<file path="config.mk">
export PLATFORM = sky130hd
export DESIGN_NAME = json_token_lexer
export DESIGN_NICKNAME = d
export VERILOG_FILES = /design/src/jtl_pkg.sv /design/src/json_token_lexer.sv /design/src/jtl_step.sv /design/src/jtl_out_stage.sv
export VERILOG_INCLUDE_DIRS = /design/src /design/src/src
export SDC_FILE = /design/constraint.sdc
export NUM_CORES = 1
export LEC_CHECK = 0
export ABC_AREA = 0
export ABC_CLOCK_PERIOD_IN_PS = 8500
export BUFFER_PORTS_ARGS = -buffer_cell sky130_fd_sc_hd__buf_4
export CAP_MARGIN = 20
export CORE_MARGIN = 2
export CORE_UTILIZATION = 50
export DETAILED_ROUTE_END_ITERATION = 10
export HOLD_SLACK_MARGIN = 0.06
export PLACE_DENSITY_LB_ADDON = 0.15
export SLEW_MARGIN = 5
export SYNTH_ARGS = -nofsm -noshare
export SYNTH_HDL_FRONTEND = slang
export SYNTH_HIERARCHICAL = 1
export SYNTH_SLANG_ARGS = --single-unit
</file>
<file path="constraint.sdc">
create_clock -name clk -period 8.5 [get_ports clk]
set_input_delay 0.85 -clock clk [delete_from_list [all_inputs] [get_ports clk]]
set_output_delay 0.85 -clock clk [all_outputs]
set_load 0.01 [all_outputs]
</file>
<file path="src/json_token_lexer_assert.svh">
// Assertion macros shared by the JSON token lexer RTL.
// Needs a clock named clk and an active-low reset named rst_n in scope.
`ifndef JSON_TOKEN_LEXER_ASSERT_SVH
`define JSON_TOKEN_LEXER_ASSERT_SVH

// Same-cycle implication, checked outside reset.
`define JTL_ASSERT_NOW(label, ante, cons, msg) \
  label: assert property (@(posedge clk) disable iff (!rst_n) (ante) |-> (cons)) \
    else $error(msg);

// Next-cycle implication, checked outside reset.
`define JTL_ASSERT_NEXT(label, ante, cons, msg) \
  label: assert property (@(posedge clk) disable iff (!rst_n) (ante) |=> (cons)) \
    else $error(msg);

`endif

</file>
<file path="src/jtl_pkg.sv">
// Types, codes and character constants for the JSON token lexer.
// No dependencies; used by jtl_step, jtl_out_stage and json_token_lexer.
package jtl_pkg;

  localparam int LEN_W = 16;

  // Token kinds carried in the mode field
  localparam logic [2:0] MODE_STRING = 3'd0;
  localparam logic [2:0] MODE_NUMBER = 3'd1;
  localparam logic [2:0] MODE_SYNTAX = 3'd2;
  localparam logic [2:0] MODE_NULL   = 3'd3;
  localparam logic [2:0] MODE_TRUE   = 3'd4;
  localparam logic [2:0] MODE_FALSE  = 3'd5;

  // Token end status codes
  localparam logic [2:0] ST_OK         = 3'd0;
  localparam logic [2:0] ST_NO_MATCH   = 3'd1;
  localparam logic [2:0] ST_KW_PARTIAL = 3'd2;
  localparam logic [2:0] ST_EOF_ESC    = 3'd3;
  localparam logic [2:0] ST_SHORT_UNI  = 3'd4;
  localparam logic [2:0] ST_BAD_ESC    = 3'd5;
  localparam logic [2:0] ST_UNTERM     = 3'd6;

  localparam logic [2:0] UNI_SKIP = 3'd4;

  // Characters
  localparam logic [7:0] CH_QUOTE  = 8'h22;
  localparam logic [7:0] CH_BSLASH = 8'h5C;
  localparam logic [7:0] CH_SLASH  = 8'h2F;
  localparam logic [7:0] CH_MINUS  = 8'h2D;
  localparam logic [7:0] CH_PLUS   = 8'h2B;
  localparam logic [7:0] CH_DOT    = 8'h2E;
  localparam logic [7:0] CH_LOW_E  = 8'h65;
  localparam logic [7:0] CH_UP_E   = 8'h45;
  localparam logic [7:0] CH_LOW_U  = 8'h75;
  localparam logic [7:0] CH_LOW_B  = 8'h62;
  localparam logic [7:0] CH_LOW_F  = 8'h66;
  localparam logic [7:0] CH_LOW_N  = 8'h6E;
  localparam logic [7:0] CH_LOW_R  = 8'h72;
  localparam logic [7:0] CH_LOW_T  = 8'h74;
  localparam logic [7:0] CH_ZERO   = 8'h30;
  localparam logic [7:0] CH_NINE   = 8'h39;
  localparam logic [7:0] CH_LBRACK = 8'h5B;
  localparam logic [7:0] CH_RBRACK = 8'h5D;
  localparam logic [7:0] CH_LBRACE = 8'h7B;
  localparam logic [7:0] CH_RBRACE = 8'h7D;
  localparam logic [7:0] CH_COLON  = 8'h3A;
  localparam logic [7:0] CH_COMMA  = 8'h2C;
  localparam logic [7:0] CH_BS     = 8'h08;
  localparam logic [7:0] CH_FF     = 8'h0C;
  localparam logic [7:0] CH_LF     = 8'h0A;
  localparam logic [7:0] CH_CR     = 8'h0D;
  localparam logic [7:0] CH_TAB    = 8'h09;

  typedef enum logic [12:0] {
    PH_IDLE      = 13'b0000000000001,
    PH_STR_BODY  = 13'b0000000000010,
    PH_STR_ESC   = 13'b0000000000100,
    PH_STR_UHEX  = 13'b0000000001000,
    PH_STR_UEND  = 13'b0000000010000,
    PH_STR_OPEN  = 13'b0000000100000,
    PH_NUM_START = 13'b0000001000000,
    PH_NUM_INT   = 13'b0000010000000,
    PH_NUM_FRAC  = 13'b0000100000000,
    PH_NUM_EXPS  = 13'b0001000000000,
    PH_NUM_EXPD  = 13'b0010000000000,
    PH_SYNTAX    = 13'b0100000000000,
    PH_KEYWORD   = 13'b1000000000000
  } phase_t;

  typedef struct packed {
    phase_t             phase;
    logic [2:0]         kind;
    logic [2:0]         kw_pos;
    logic [2:0]         uni_left;
    logic               digit_seen;
    logic [LEN_W-1:0]   len;
  } lex_state_t;

  typedef struct packed {
    logic               value_valid;
    logic [7:0]         value_byte;
    logic               consumed;
    logic               token_end;
    logic [LEN_W-1:0]   token_length;
    logic [2:0]         status;
  } lex_result_t;

  // Expected keyword character at a match position
  function automatic logic [7:0] kw_char(input logic [2:0] kind, input logic [2:0] pos);
    logic [7:0] ch;
    ch = 8'h00;
    case (kind)
      MODE_NULL: begin
        case (pos)
          3'd0: ch = 8'h6E;
          3'd1: ch = 8'h75;
          3'd2: ch = 8'h6C;
          3'd3: ch = 8'h6C;
          default: ch = 8'h00;
        endcase
      end
      MODE_TRUE: begin
        case (pos)
          3'd0: ch = 8'h74;
          3'd1: ch = 8'h72;
          3'd2: ch = 8'h75;
          3'd3: ch = 8'h65;
          default: ch = 8'h00;
        endcase
      end
      MODE_FALSE: begin
        case (pos)
          3'd0: ch = 8'h66;
          3'd1: ch = 8'h61;
          3'd2: ch = 8'h6C;
          3'd3: ch = 8'h73;
          3'd4: ch = 8'h65;
          default: ch = 8'h00;
        endcase
      end
      default: ch = 8'h00;
    endcase
    return ch;
  endfunction

  // Position of a keyword's last character
  function automatic logic [2:0] kw_last(input logic [2:0] kind);
    return (kind == MODE_FALSE) ? 3'd4 : 3'd3;
  endfunction

  function automatic logic is_syntax(input logic [7:0] c);
    return (c == CH_LBRACK) || (c == CH_RBRACK) || (c == CH_LBRACE) ||
           (c == CH_RBRACE) || (c == CH_COLON) || (c == CH_COMMA);
  endfunction

  function automatic logic is_digit(input logic [7:0] c);
    return (c >= CH_ZERO) && (c <= CH_NINE);
  endfunction

endpackage

</file>
<file path="src/json_token_lexer.sv">
// A result appears in the output register in the cycle after its byte is accepted.
// Throughput: one byte per cycle; in_ready is high while the output register is empty
//   or drains in the same cycle, so only a stalled consumer slows the stream.
// Reset (rst_n low, synchronous): lexer returns to idle, counters clear, output empties.
// Top level of the streaming JSON token lexer; uses jtl_pkg, jtl_step, jtl_out_stage
//   and the assertion macros in json_token_lexer_assert.svh.
`include "json_token_lexer_assert.svh"

module json_token_lexer (
  input  logic        clk,
  input  logic        rst_n,
  // input request channel: one byte of JSON text per request
  input  logic        in_valid,
  output logic        in_ready,
  input  logic [2:0]  in_mode,
  input  logic        in_start_req,
  input  logic [7:0]  in_data_byte,
  input  logic        in_end_of_text,
  // result request channel: one result per input request
  output logic        out_valid,
  input  logic        out_ready,
  output logic        out_value_valid,
  output logic [7:0]  out_value_byte,
  output logic        out_consumed,
  output logic        out_token_end,
  output logic [15:0] out_token_length,
  output logic [2:0]  out_status
);

  // Lexer state: phase, token kind, keyword match position, \u skip count,
  // digit flag and saturating byte count of the current token.
  jtl_pkg::lex_state_t  st_r;
  jtl_pkg::lex_state_t  st_nxt;
  jtl_pkg::lex_result_t res_nxt;
  jtl_pkg::lex_result_t res_q;
  logic                 space;
  logic                 in_fire;

  assign in_ready = space;
  assign in_fire  = in_valid && space;

  // Per-byte decision logic: takes the state register and the request,
  // gives the next state and the result for this byte.
  jtl_step u_step (
    .cur_i   (st_r),
    .mode_i  (in_mode),
    .start_i (in_start_req),
    .byte_i  (in_data_byte),
    .eot_i   (in_end_of_text),
    .nxt_o   (st_nxt),
    .res_o   (res_nxt)
  );

  // State advances only on an accepted request; it and the result register
  // load on the same edge, so they always describe the same byte.
  always_ff @(posedge clk) begin
    if (!rst_n) begin
      st_r.phase      <= jtl_pkg::PH_IDLE;
      st_r.kind       <= 3'd0;
      st_r.kw_pos     <= 3'd0;
      st_r.uni_left   <= 3'd0;
      st_r.digit_seen <= 1'b0;
      st_r.len        <= '0;
    end else if (in_fire) begin
      st_r <= st_nxt;
    end
  end

  // Output register decouples the consumer's ready from new requests
  jtl_out_stage u_out (
    .clk       (clk),
    .rst_n     (rst_n),
    .load_i    (in_fire),
    .res_i     (res_nxt),
    .space_o   (space),
    .out_valid (out_valid),
    .out_ready (out_ready),
    .res_o     (res_q)
  );

  assign out_value_valid  = res_q.value_valid;
  assign out_value_byte   = res_q.value_byte;
  assign out_consumed     = res_q.consumed;
  assign out_token_end    = res_q.token_end;
  assign out_token_length = res_q.token_length;
  assign out_status       = res_q.status;

  // A held token-end result means the lexer is back at idle
  `JTL_ASSERT_NOW(a_end_idle, out_valid && out_token_end, st_r.phase == jtl_pkg::PH_IDLE,
                  "token end shown while lexer not idle")
  // A consumed byte that does not end the token leaves a token open
  `JTL_ASSERT_NOW(a_open_token, out_valid && out_consumed && !out_token_end,
                  st_r.phase != jtl_pkg::PH_IDLE, "open token lost its phase")
  // Emitting a value character always consumes the byte
  `JTL_ASSERT_NOW(a_emit_cons, out_valid && out_value_valid, out_consumed,
                  "value byte emitted without consuming input")
  // Start together with end of text ends an empty token at once
  `JTL_ASSERT_NEXT(a_start_eot, in_fire && in_start_req && in_end_of_text,
                   out_valid && out_token_end && out_token_length == 16'd0,
                   "start at end of text did not close an empty token")

endmodule

</file>
<file path="src/jtl_step.sv">
// Next-state and result logic of the lexer for one input byte.
// Depends on jtl_pkg.
module jtl_step (
  input  jtl_pkg::lex_state_t  cur_i,
  input  logic [2:0]           mode_i,
  input  logic                 start_i,
  input  logic [7:0]           byte_i,
  input  logic                 eot_i,
  output jtl_pkg::lex_state_t  nxt_o,
  output jtl_pkg::lex_result_t res_o
);

  always_comb begin
    jtl_pkg::lex_state_t s;
    jtl_pkg::phase_t     p;
    logic       take;
    logic       emit;
    logic [7:0] vb;
    logic       fin;
    logic [2:0] stat;
    logic       esc_ok;
    logic [7:0] esc_val;

    s       = cur_i;
    p       = jtl_pkg::PH_IDLE;
    take    = 1'b0;
    emit    = 1'b0;
    vb      = 8'h00;
    fin     = 1'b0;
    stat    = jtl_pkg::ST_OK;
    esc_ok  = 1'b1;
    esc_val = 8'h00;

    if (start_i) begin
      s.kind       = mode_i;
      s.len        = '0;
      s.kw_pos     = 3'd0;
      s.uni_left   = 3'd0;
      s.digit_seen = 1'b0;
      case (mode_i)
        jtl_pkg::MODE_STRING: s.phase = jtl_pkg::PH_STR_OPEN;
        jtl_pkg::MODE_NUMBER: s.phase = jtl_pkg::PH_NUM_START;
        jtl_pkg::MODE_SYNTAX: s.phase = jtl_pkg::PH_SYNTAX;
        jtl_pkg::MODE_NULL,
        jtl_pkg::MODE_TRUE,
        jtl_pkg::MODE_FALSE:  s.phase = jtl_pkg::PH_KEYWORD;
        default: begin
          s.phase = jtl_pkg::PH_IDLE;
          fin     = 1'b1;
          stat    = jtl_pkg::ST_NO_MATCH;
        end
      endcase
      if (eot_i && !fin) begin
        s.phase = jtl_pkg::PH_IDLE;
        fin     = 1'b1;
        stat    = jtl_pkg::ST_NO_MATCH;
      end
    end

    if (!fin && s.phase != jtl_pkg::PH_IDLE) begin
      if (eot_i) begin
        fin = 1'b1;
        unique case (s.phase)
          jtl_pkg::PH_STR_BODY: stat = jtl_pkg::ST_UNTERM;
          jtl_pkg::PH_STR_ESC:  stat = jtl_pkg::ST_EOF_ESC;
          jtl_pkg::PH_STR_UHEX,
          jtl_pkg::PH_STR_UEND: stat = jtl_pkg::ST_SHORT_UNI;
          jtl_pkg::PH_NUM_START, jtl_pkg::PH_NUM_INT, jtl_pkg::PH_NUM_FRAC,
          jtl_pkg::PH_NUM_EXPS, jtl_pkg::PH_NUM_EXPD:
            stat = s.digit_seen ? jtl_pkg::ST_OK : jtl_pkg::ST_NO_MATCH;
          jtl_pkg::PH_KEYWORD:
            stat = (s.kw_pos != 3'd0) ? jtl_pkg::ST_KW_PARTIAL : jtl_pkg::ST_NO_MATCH;
          default: stat = jtl_pkg::ST_NO_MATCH;
        endcase
        s.phase = jtl_pkg::PH_IDLE;
      end else begin
        unique case (s.phase)
          jtl_pkg::PH_SYNTAX: begin
            fin = 1'b1;
            if (jtl_pkg::is_syntax(byte_i)) begin
              take = 1'b1;
              emit = 1'b1;
              vb   = byte_i;
              stat = jtl_pkg::ST_OK;
            end else begin
              stat = jtl_pkg::ST_NO_MATCH;
            end
            s.phase = jtl_pkg::PH_IDLE;
          end

          jtl_pkg::PH_KEYWORD: begin
            if (byte_i == jtl_pkg::kw_char(s.kind, s.kw_pos)) begin
              take = 1'b1;
              emit = 1'b1;
              vb   = byte_i;
              if (s.kw_pos == jtl_pkg::kw_last(s.kind)) begin
                fin     = 1'b1;
                stat    = jtl_pkg::ST_OK;
                s.phase = jtl_pkg::PH_IDLE;
              end
              s.kw_pos = s.kw_pos + 3'd1;
            end else begin
              fin     = 1'b1;
              stat    = (s.kw_pos != 3'd0) ? jtl_pkg::ST_KW_PARTIAL : jtl_pkg::ST_NO_MATCH;
              s.phase = jtl_pkg::PH_IDLE;
            end
          end

          jtl_pkg::PH_NUM_START, jtl_pkg::PH_NUM_INT, jtl_pkg::PH_NUM_FRAC,
          jtl_pkg::PH_NUM_EXPS, jtl_pkg::PH_NUM_EXPD: begin
            // A leading minus sign only counts at the very first byte
            p = (s.phase == jtl_pkg::PH_NUM_START) ? jtl_pkg::PH_NUM_INT : s.phase;
            priority if (s.phase == jtl_pkg::PH_NUM_START && byte_i == jtl_pkg::CH_MINUS) begin
              take    = 1'b1;
              s.phase = jtl_pkg::PH_NUM_INT;
            end else if (jtl_pkg::is_digit(byte_i)) begin
              take         = 1'b1;
              s.phase      = (p == jtl_pkg::PH_NUM_EXPS) ? jtl_pkg::PH_NUM_EXPD : p;
              s.digit_seen = 1'b1;
            end else if (p == jtl_pkg::PH_NUM_INT && byte_i == jtl_pkg::CH_DOT) begin
              take    = 1'b1;
              s.phase = jtl_pkg::PH_NUM_FRAC;
            end else if ((p == jtl_pkg::PH_NUM_INT || p == jtl_pkg::PH_NUM_FRAC) &&
                         (byte_i == jtl_pkg::CH_LOW_E || byte_i == jtl_pkg::CH_UP_E)) begin
              take    = 1'b1;
              s.phase = jtl_pkg::PH_NUM_EXPS;
            end else if (p == jtl_pkg::PH_NUM_EXPS &&
                         (byte_i == jtl_pkg::CH_PLUS || byte_i == jtl_pkg::CH_MINUS)) begin
              take    = 1'b1;
              s.phase = jtl_pkg::PH_NUM_EXPD;
            end else begin
              fin     = 1'b1;
              stat    = s.digit_seen ? jtl_pkg::ST_OK : jtl_pkg::ST_NO_MATCH;
              s.phase = jtl_pkg::PH_IDLE;
            end
            emit = take;
            vb   = byte_i;
          end

          jtl_pkg::PH_STR_OPEN: begin
            if (byte_i == jtl_pkg::CH_QUOTE) begin
              take    = 1'b1;
              s.phase = jtl_pkg::PH_STR_BODY;
            end else begin
              fin     = 1'b1;
              stat    = jtl_pkg::ST_NO_MATCH;
              s.phase = jtl_pkg::PH_IDLE;
            end
          end

          jtl_pkg::PH_STR_ESC: begin
            case (byte_i)
              jtl_pkg::CH_QUOTE:  esc_val = jtl_pkg::CH_QUOTE;
              jtl_pkg::CH_BSLASH: esc_val = jtl_pkg::CH_BSLASH;
              jtl_pkg::CH_SLASH:  esc_val = jtl_pkg::CH_SLASH;
              jtl_pkg::CH_LOW_B:  esc_val = jtl_pkg::CH_BS;
              jtl_pkg::CH_LOW_F:  esc_val = jtl_pkg::CH_FF;
              jtl_pkg::CH_LOW_N:  esc_val = jtl_pkg::CH_LF;
              jtl_pkg::CH_LOW_R:  esc_val = jtl_pkg::CH_CR;
              jtl_pkg::CH_LOW_T:  esc_val = jtl_pkg::CH_TAB;
              default:            esc_ok  = 1'b0;
            endcase
            if (byte_i == jtl_pkg::CH_LOW_U) begin
              // \u: swallow the next four bytes unchecked, emit nothing
              take       = 1'b1;
              s.uni_left = jtl_pkg::UNI_SKIP;
              s.phase    = jtl_pkg::PH_STR_UHEX;
            end else if (esc_ok) begin
              take    = 1'b1;
              emit    = 1'b1;
              vb      = esc_val;
              s.phase = jtl_pkg::PH_STR_BODY;
            end else begin
              fin     = 1'b1;
              stat    = jtl_pkg::ST_BAD_ESC;
              s.phase = jtl_pkg::PH_IDLE;
            end
          end

          jtl_pkg::PH_STR_UHEX: begin
            take = 1'b1;
            if (s.uni_left == 3'd1) begin
              s.phase = jtl_pkg::PH_STR_UEND;
            end
            s.uni_left = s.uni_left - 3'd1;
          end

          jtl_pkg::PH_STR_BODY, jtl_pkg::PH_STR_UEND: begin
            take = 1'b1;
            priority if (byte_i == jtl_pkg::CH_QUOTE) begin
              fin     = 1'b1;
              stat    = jtl_pkg::ST_OK;
              s.phase = jtl_pkg::PH_IDLE;
            end else if (byte_i == jtl_pkg::CH_BSLASH) begin
              s.phase = jtl_pkg::PH_STR_ESC;
            end else begin
              emit    = 1'b1;
              vb      = byte_i;
              s.phase = jtl_pkg::PH_STR_BODY;
            end
          end

          default: begin
            s.phase = jtl_pkg::PH_IDLE;
          end
        endcase
      end
    end

    // Saturating byte count
    if (take && (s.len != {jtl_pkg::LEN_W{1'b1}})) begin
      s.len = s.len + 1'b1;
    end

    nxt_o                    = s;
    res_o.value_valid        = emit;
    res_o.value_byte         = emit ? vb : 8'h00;
    res_o.consumed           = take;
    res_o.token_end          = fin;
    res_o.token_length       = (start_i || fin || take) ? s.len : '0;
    res_o.status             = fin ? stat : jtl_pkg::ST_OK;
  end

endmodule

</file>
<file path="src/jtl_out_stage.sv">
// Result register with valid/ready handshake toward the consumer.
// Depends on jtl_pkg.
module jtl_out_stage (
  input  logic                 clk,
  input  logic                 rst_n,
  input  logic                 load_i,
  input  jtl_pkg::lex_result_t res_i,
  output logic                 space_o,
  output logic                 out_valid,
  input  logic                 out_ready,
  output jtl_pkg::lex_result_t res_o
);

  logic                 valid_r;
  jtl_pkg::lex_result_t res_r;

  // Room when empty or when the held request leaves this cycle
  assign space_o   = !valid_r || out_ready;
  assign out_valid = valid_r;
  assign res_o     = res_r;

  always_ff @(posedge clk) begin
    if (!rst_n) begin
      valid_r <= 1'b0;
    end else if (load_i) begin
      valid_r <= 1'b1;
    end else if (out_ready) begin
      valid_r <= 1'b0;
    end
  end

  always_ff @(posedge clk) begin
    if (load_i) begin
      res_r <= res_i;
    end
  end

endmodule

</file>
---- Word-level counts from Yosys, hierarchy flattened ----
Index checks and enable logic that the tools add are counted.
cells by class
  magnitude comparators ................... 2
  bitwise logic cells ..................... 2
  muxes and demuxes ....................... 111
  reduce and logical (&&, ||, !) cells .... 36
  equal/unequal tests ..................... 52
  $add $sub $neg .......................... 3
operators with widths
  cell                     number
  $mux W13                 13
  $eq A8 B7 Y1 const B     13
  $pmux W13 S6             1
  $mux W8                  8
  $mux W3                  19
  $eq A8 B6 Y1 const B     7
  $pmux W7 S8              1
  $pmux W13 S4             1
  $mux W1                  47
  $pmux W8 S5              1
  $mux W39                 1
  $pmux W7 S5              1
  $pmux W7 S4              1
  $eq A13 B10 Y1 const B   2
  $eq A13 B8 Y1 const B    2
  $eq A13 B9 Y1 const B    2
  $pmux W8 S3              1
  $mux W11                 2
  $mux W7                  3
  $pmux W7 S3              1
  $pmux W3 S6              1
  $add A16 B1 Y16 const B  1
  $mux W16                 1
  $ne A16 B16 Y1 const B   1
  36 further kinds         75
storage, ports and cells
  word-level logic and storage cells ...... 219
  bits in registers ....................... 70
  bits of input ports ..................... 17

---- Depth between registers and ports, before layout ----
  word-level depth ........................ 22
  mapped depth ............................ 19
  depth with buffers taken out ............ 16

---- Cells and area by module ----
The synthesis kept the hierarchy.
by module, submodules not included
  module            area each (um2)  cells each  times used
  jtl_step          3,236.9          491         1
  json_token_lexer  1,784.2          178         1
  jtl_out_stage     949.7            34          1

---- Worst setup path after synthesis ----
OpenSTA, ideal clock, no wires.
  kind .................................... input-to-reg
  start ................................... in in_start_req
  end ..................................... reg u_out.res_r, in the netlist u_out/res_o[14] (data pin)
  data arrival time ....................... 4.268 ns
  path slack .............................. 3.967 ns
  required time ........................... 8.236 ns
  stages on the path ...................... 16
  path through ............................ buf_6 > clkinv_1 > clkbuf_1 > nand2_1 > inv_1 > ha_1 > or4_1 > o2111ai_1 > a22oi_1 > or3_1 > a211o_1 > o31a_4 > buf_6 > a211oi_1 > xnor2_1 > nor2_1
on the way
  word-level cells in the longest chain between the ends .. 15
  elaborated cells between the ends (all ways) .. 77
  classes of those cells .................. 1 x add/sub; 26 x eq/ne; 35 x mux; 15 x reduce/logical
ends and longest elaborated chain
  what                                                       RTL line                          text
  start: declaration                                         json_token_lexer.sv:16            input logic in_start_req,
  $mux W39                                                   jtl_step.sv:34                    if (start_i) begin
  $eq A3 B2 Y1 or $eq A13 B7 Y1 (tied branches)              -
  $reduce_or A2 Y1 (no line) or $mux W13 (tied branches)     -
  $pmux W7 S3 (tied with other cells)                        jtl_pkg.sv:95                     case (pos)
  $pmux W8 S3 (tied with other cells)                        jtl_pkg.sv:93                     case (kind)
  $mux W8 (tied with other cells)                            jtl_step.sv:77                    unique case (s.phase)
  $mux W8 or $mux W1 (tied branches)                         jtl_step.sv:61, jtl_step.sv:123
  $mux W8 or $mux W1 (tied branches)                         jtl_step.sv:60, jtl_step.sv:120
  $eq A8 B8 Y1 or $mux W1 (tied branches)                    jtl_step.sv:92, jtl_step.sv:116
  $mux W1 (on tied branches)                                 jtl_step.sv:92, jtl_step.sv:113
  $pmux W1 S6                                                jtl_step.sv:77
  $mux W1                                                    jtl_step.sv:61                    if (eot_i) begin
  $mux W1                                                    jtl_step.sv:60                    if (!fin && s.phase != jtl_pkg::PH_IDLE) begin
  $logic_and A1 B1 Y1 or $logic_or A1 B1 Y1 (tied branches)  jtl_step.sv:211, jtl_step.sv:220
  $mux W16 or $logic_or A1 B1 Y1 (tied branches)             jtl_step.sv:211, jtl_step.sv:220
  end signal: assignment                                     jtl_out_stage.sv:34               res_r <= res_i;
  end: declaration                                           jtl_out_stage.sv:15               jtl_pkg::lex_result_t res_r;
Parallel ways exist; a longest one is shown, timed or not. The select of a mux whose other input is x is not followed.
A chain may end at the register's enable or synchronous reset.

==> impl_results.html <==
<table>
<tr><th>Metric</th><th>Value</th></tr>
<tr><th colspan="2">Setup path</th></tr>
<tr><td>WS Path Type</td><td>input pin to flip-flop</td></tr>
<tr><td>CP max-delay cell</td><td>clkinv_1</td></tr>
<tr><td>Gate family responsible for the most delay along the worst path</td><td>simple AND/OR/NAND/NOR gates</td></tr>
<tr><td>Arr. time, crit path</td><td>5800 ps</td></tr>
<tr><td>Crit-path most repeated cell</td><td>or4_1</td></tr>
<tr><td>R2R Setup Slk</td><td>4410 ps</td></tr>
<tr><td>CP Cell Sequence</td><td>buf_4 &gt; clkinv_1 &gt; nand2_1 &gt; inv_1 &gt; ha_1 &gt; or4_1 &gt; o2111ai_1 &gt; a22oi_1 &gt; or3_1 &gt; a211o_1 &gt; o31ai_2 &gt; o21ai_1 &gt; or4_1 &gt; a21oi_1 &gt; nand4_1 &gt; o21ai_2</td></tr>
<tr><td>Critical Path Fanout Max</td><td>64</td></tr>
<tr><td>Startpoint class of the critical path</td><td>input pin</td></tr>
<tr><td>Worst path max stage delay</td><td>750 ps</td></tr>
<tr><td>Nature of the critical path endpoint</td><td>flip-flop</td></tr>
<tr><td>Required time worst endpoint</td><td>8780 ps</td></tr>
<tr><td>Worst R2R Start</td><td>st_r[22]</td></tr>
<tr><td>Crit path buffers/inverters</td><td>3</td></tr>
<tr><td>Reg2reg path depth</td><td>14</td></tr>
<tr><td>Capturing point of the worst reg2reg path</td><td>st_r[3]</td></tr>
<tr><th colspan="2">Clocking</th></tr>
<tr><td>Skew-Pair Late Insertion Delay</td><td>350 ps</td></tr>
<tr><td>TritonCTS buffer count</td><td>9</td></tr>
<tr><td>Number of levels the H-tree was split into</td><td>3</td></tr>
<tr><td>CTS Root Buffer Type</td><td>clkbuf_16</td></tr>
<tr><td>Clock-pin slew reported for the worst setup and hold paths after clock tree synthesis</td><td>60 ps</td></tr>
<tr><td>Post-cts repair resize count</td><td>0</td></tr>
<tr><td>CTS sink cnt</td><td>70</td></tr>
<tr><td>Postcts setup bufs</td><td>0</td></tr>
<tr><td>Maximum root-to-sink buffer count</td><td>2</td></tr>
<tr><td>Hold buffers post-CTS</td><td>0</td></tr>
<tr><td>Clock tree from TritonCTS</td><td>yes</td></tr>
<tr><th colspan="2">Worst hold path</th></tr>
<tr><td>Hold Crit Depth</td><td>2</td></tr>
<tr><td>Endpoint with the worst hold slack</td><td>st_r[17]</td></tr>
<tr><td>Hold path start</td><td>st_r[17]</td></tr>
<tr><td>Classification of the worst-slack hold path</td><td>flip-flop to flip-flop</td></tr>
<tr><th colspan="2">Power</th></tr>
<tr><td>Switching share of power</td><td>26.77%</td></tr>
<tr><td>Maximum resistive drop on vdd</td><td>0.1222 mV</td></tr>
<tr><td>Static leakage</td><td>2.221 nW</td></tr>
<tr><td>Reg power frac</td><td>40.2%</td></tr>
<tr><td>Cell Int Power</td><td>0.6662 mW</td></tr>
<tr><td>Net switching power</td><td>0.2435 mW</td></tr>
<tr><td>Power per cell area</td><td>141.0 nW/µm²</td></tr>
<tr><td>Share of total power in the clock network</td><td>46.1%</td></tr>
<tr><td>Share of total power in combinational logic</td><td>13.8%</td></tr>
<tr><th colspan="2">GRT</th></tr>
<tr><td>Number of global-route vias before repair</td><td>5,166</td></tr>
<tr><td>Global-route wire length before repair</td><td>28,190 µm</td></tr>
<tr><td>GRT Util Overall</td><td>27.55%</td></tr>
<tr><td>GRT overflow</td><td>0</td></tr>
<tr><td>Initial antenna violation count</td><td>0</td></tr>
<tr><td>Largest net degree at the start of global routing</td><td>79</td></tr>
<tr><th colspan="2">Floorplanning</th></tr>
<tr><td>Vertical die dimension</td><td>113.3 µm</td></tr>
<tr><td>Width of the chip</td><td>113.3 µm</td></tr>
<tr><td>Number of placement rows</td><td>39</td></tr>
<tr><td>Ports placed on the boundary</td><td>49</td></tr>
<tr><td>Effective utilization at floorplan</td><td>51.85%</td></tr>
<tr><td>Area of the core</td><td>11,520 µm²</td></tr>
<tr><td>Full die area</td><td>12,830 µm²</td></tr>
<tr><th colspan="2">Timing</th></tr>
<tr><td>Worst path setup slack after routing</td><td>2978 ps</td></tr>
<tr><td>Worst clock skew on the final layout</td><td>6.489 ps</td></tr>
<tr><td>Final Max Tran Viols</td><td>0</td></tr>
<tr><td>Headroom to the max-slew limit</td><td>25.99%</td></tr>
<tr><td>Hold Violations, Final</td><td>0</td></tr>
<tr><td>Maximum clock frequency</td><td>181.1 MHz</td></tr>
<tr><td>Slew at the pin with the worst max-slew slack</td><td>1099 ps</td></tr>
<tr><td>Share of the clock period used by the worst path</td><td>64.97%</td></tr>
<tr><td>Post-route minimum period</td><td>5522 ps</td></tr>
<tr><td>Unrepaired setup endpoints after global routing</td><td>no</td></tr>
<tr><td>Setup violation total in the final timing report</td><td>0</td></tr>
<tr><td>Setup TNS Final</td><td>0 ps</td></tr>
<tr><th colspan="2">Synthesis</th></tr>
<tr><td>Distinct cells, synth</td><td>100</td></tr>
<tr><td>Commonest cells in the netlist</td><td>85 x nand2_1, 50 x nor2_1, 48 x nand4_1</td></tr>
<tr><td>Number of enable-type register cells in the synthesized netlist</td><td>30</td></tr>
<tr><td>Ys Warns</td><td>6</td></tr>
<tr><td>Proportion of synthesized flip-flops having asynchronous set or reset</td><td>0%</td></tr>
<tr><td>Combined area of all synthesized cells</td><td>5971 µm²</td></tr>
<tr><td>Mean post-synth cell area</td><td>8.493 µm²</td></tr>
<tr><td>Cell accounting for the most synthesized area</td><td>edfxtp_1</td></tr>
<tr><td>Primary FF master, synth</td><td>dfxtp_1</td></tr>
<tr><td>Proportion of netlist area held by the largest area contributor</td><td>15.09%</td></tr>
<tr><td>Number of synthesized register bits</td><td>70</td></tr>
<tr><td>Instance count of the mapped netlist</td><td>703</td></tr>
<tr><td>Largest cells by area after synthesis</td><td>edfxtp_1 15%, dfxtp_1 13%, o21ai_2 5.9%</td></tr>
<tr><td>Library cell with the highest instance count after synthesis</td><td>nand2_1</td></tr>
<tr><td>Post-synthesis sequential area ratio</td><td>28.50%</td></tr>
<tr><th colspan="2">Detailed routing</th></tr>
<tr><td>DRC Markers</td><td>0</td></tr>
<tr><td>Routed wire per std cell</td><td>20.37 µm</td></tr>
<tr><td>First drt pass iteration count</td><td>5</td></tr>
<tr><td>Post-Route WL</td><td>17,580 µm</td></tr>
<tr><td>Via count normalized by instance count</td><td>6.708</td></tr>
<tr><td>Vias post-DR</td><td>5,789</td></tr>
<tr><td>DRT iter0 DRCs</td><td>509</td></tr>
<tr><td>Remaining antenna violation count</td><td>0</td></tr>
<tr><th colspan="2">Final layout</th></tr>
<tr><td>Final antenna diode count</td><td>0</td></tr>
<tr><td>Post-layout net count</td><td>740</td></tr>
<tr><td>Synth-to-layout area growth</td><td>8.026%</td></tr>
<tr><td>Fill cell total of the finished layout</td><td>1,113</td></tr>
<tr><td>Share of layout cells above drive strength 1</td><td>20.28%</td></tr>
<tr><th colspan="2">Placed design</th></tr>
<tr><td>Total of buffers placed on input and output ports</td><td>48</td></tr>
<tr><td>Post-place setup slack</td><td>2667 ps</td></tr>
<tr><td>Routability congestion estimate</td><td>0.9197</td></tr>
<tr><td>DPL Wire Length</td><td>12,230 µm</td></tr>
<tr><th colspan="2">Outcome</th></tr>
<tr><td>Outcome</td><td>complete, no violations</td></tr>
<tr><th colspan="2">Job</th></tr>
<tr><td>Maximum Capacitance Violations</td><td>0</td></tr>
</table>
-- kinds of logic after synthesis --
group	count (synthesis)	synth area share [%]
and+or+nand+nor	335	31.94
AOI/OAI and AO/OA	196	25.82
DFF	70	28.50
buffers and inverters	69	8.298
xor gates and xnor gates	19	2.787
adders and majority gates	8	1.677
muxes	5	0.9220
other	1	0.06281
-- registers in the layout (all words and copies together) (netlist names) --
signal,count
st_r,39
u_out/res_o,30
u_out/out_valid,1
-- cells in the final DEF (no fill, tap or decap), types with 14 or more instances in the layout --
cell type	count
nand4_1	48
o21ai_0	25
edfxtp_1	30
a21oi_1	27
nand2_1	85
nand3_1	19
nor2b_1	14
o21ai_2	40
buf_4	49
nor2_1	50
inv_1	17
xnor2_1	16
dfxtp_1	40
-- layer usage --
layer	track usage [%]	share of wire [%]	vias up
met3	5.088	7.5	31
met2	40.04	43	243
met4	9.593	2.1	0
met1	40.81	47	2793
met5	0	0	-
li1	-	-	2722
-- power by group through the flow --
stage	Clock, mW	Sequential (mW)	Combinational [mW]
finish	0.419	0.365	0.125
global route	0.440	0.367	0.135
floorplan	0	0.375	0.0918
CTS	0.424	0.366	0.121
global placement	0	0.373	0.119
detailed placement	0	0.373	0.121
-- tightest hold or removal path, cell delays in order (launching register included) --
cell and delay, ps:
dfxtp_1 310, nand2_1 60, o21ai_2 50
-- area by class of cell --
class                   instances  area (µm²)  area share (%)
clock inverters                 5       82.58           1.280
flip-flops and latches         70        1702           26.38
multi-input cells             566        3781           58.62
well taps                     143       178.9           2.774
repair buffers                 50       395.4           6.130
clock buffers                  11       242.7           3.763
inverters                      18       67.56           1.048
-- per-stage QoR --
step | total power, mW | instance area [µm²] | utilization (%) | std cells | hold slack (ps)
finish | 0.9097 | 6450 | 56.01 | 863 | 459.4
global route | 0.9416 | 6450 | 56.01 | 863 | 475.4
CTS | 0.9112 | 6422 | 55.77 | 862 | 463.2
detailed placement | 0.4938 | 6097 | 52.94 | 846 | 451.0
global placement | 0.4918 | 6097 | 52.94 | 846 | 448.6
floorplan | 0.4672 | 5978 | - | 705 | 434.9
-- how the worst max path moves through the flow --
stage / slack, ps / cells past startpoint / to / startpoint
2_1_floorplan: 3970 / 16 / u_out/res_o[14] / in_start_req
3_3_place_gp: 2810 / 16 / st_r[3] / in_start_req
3_5_place_dp: 2670 / 16 / st_r[3] / in_start_req
4_1_cts: 3040 / 16 / st_r[3] / in_start_req
5_1_grt: 2620 / 16 / st_r[3] / in_start_req
6_report: 2980 / 16 / st_r[3] / in_start_req
Power figures use the tool's default switching activity.
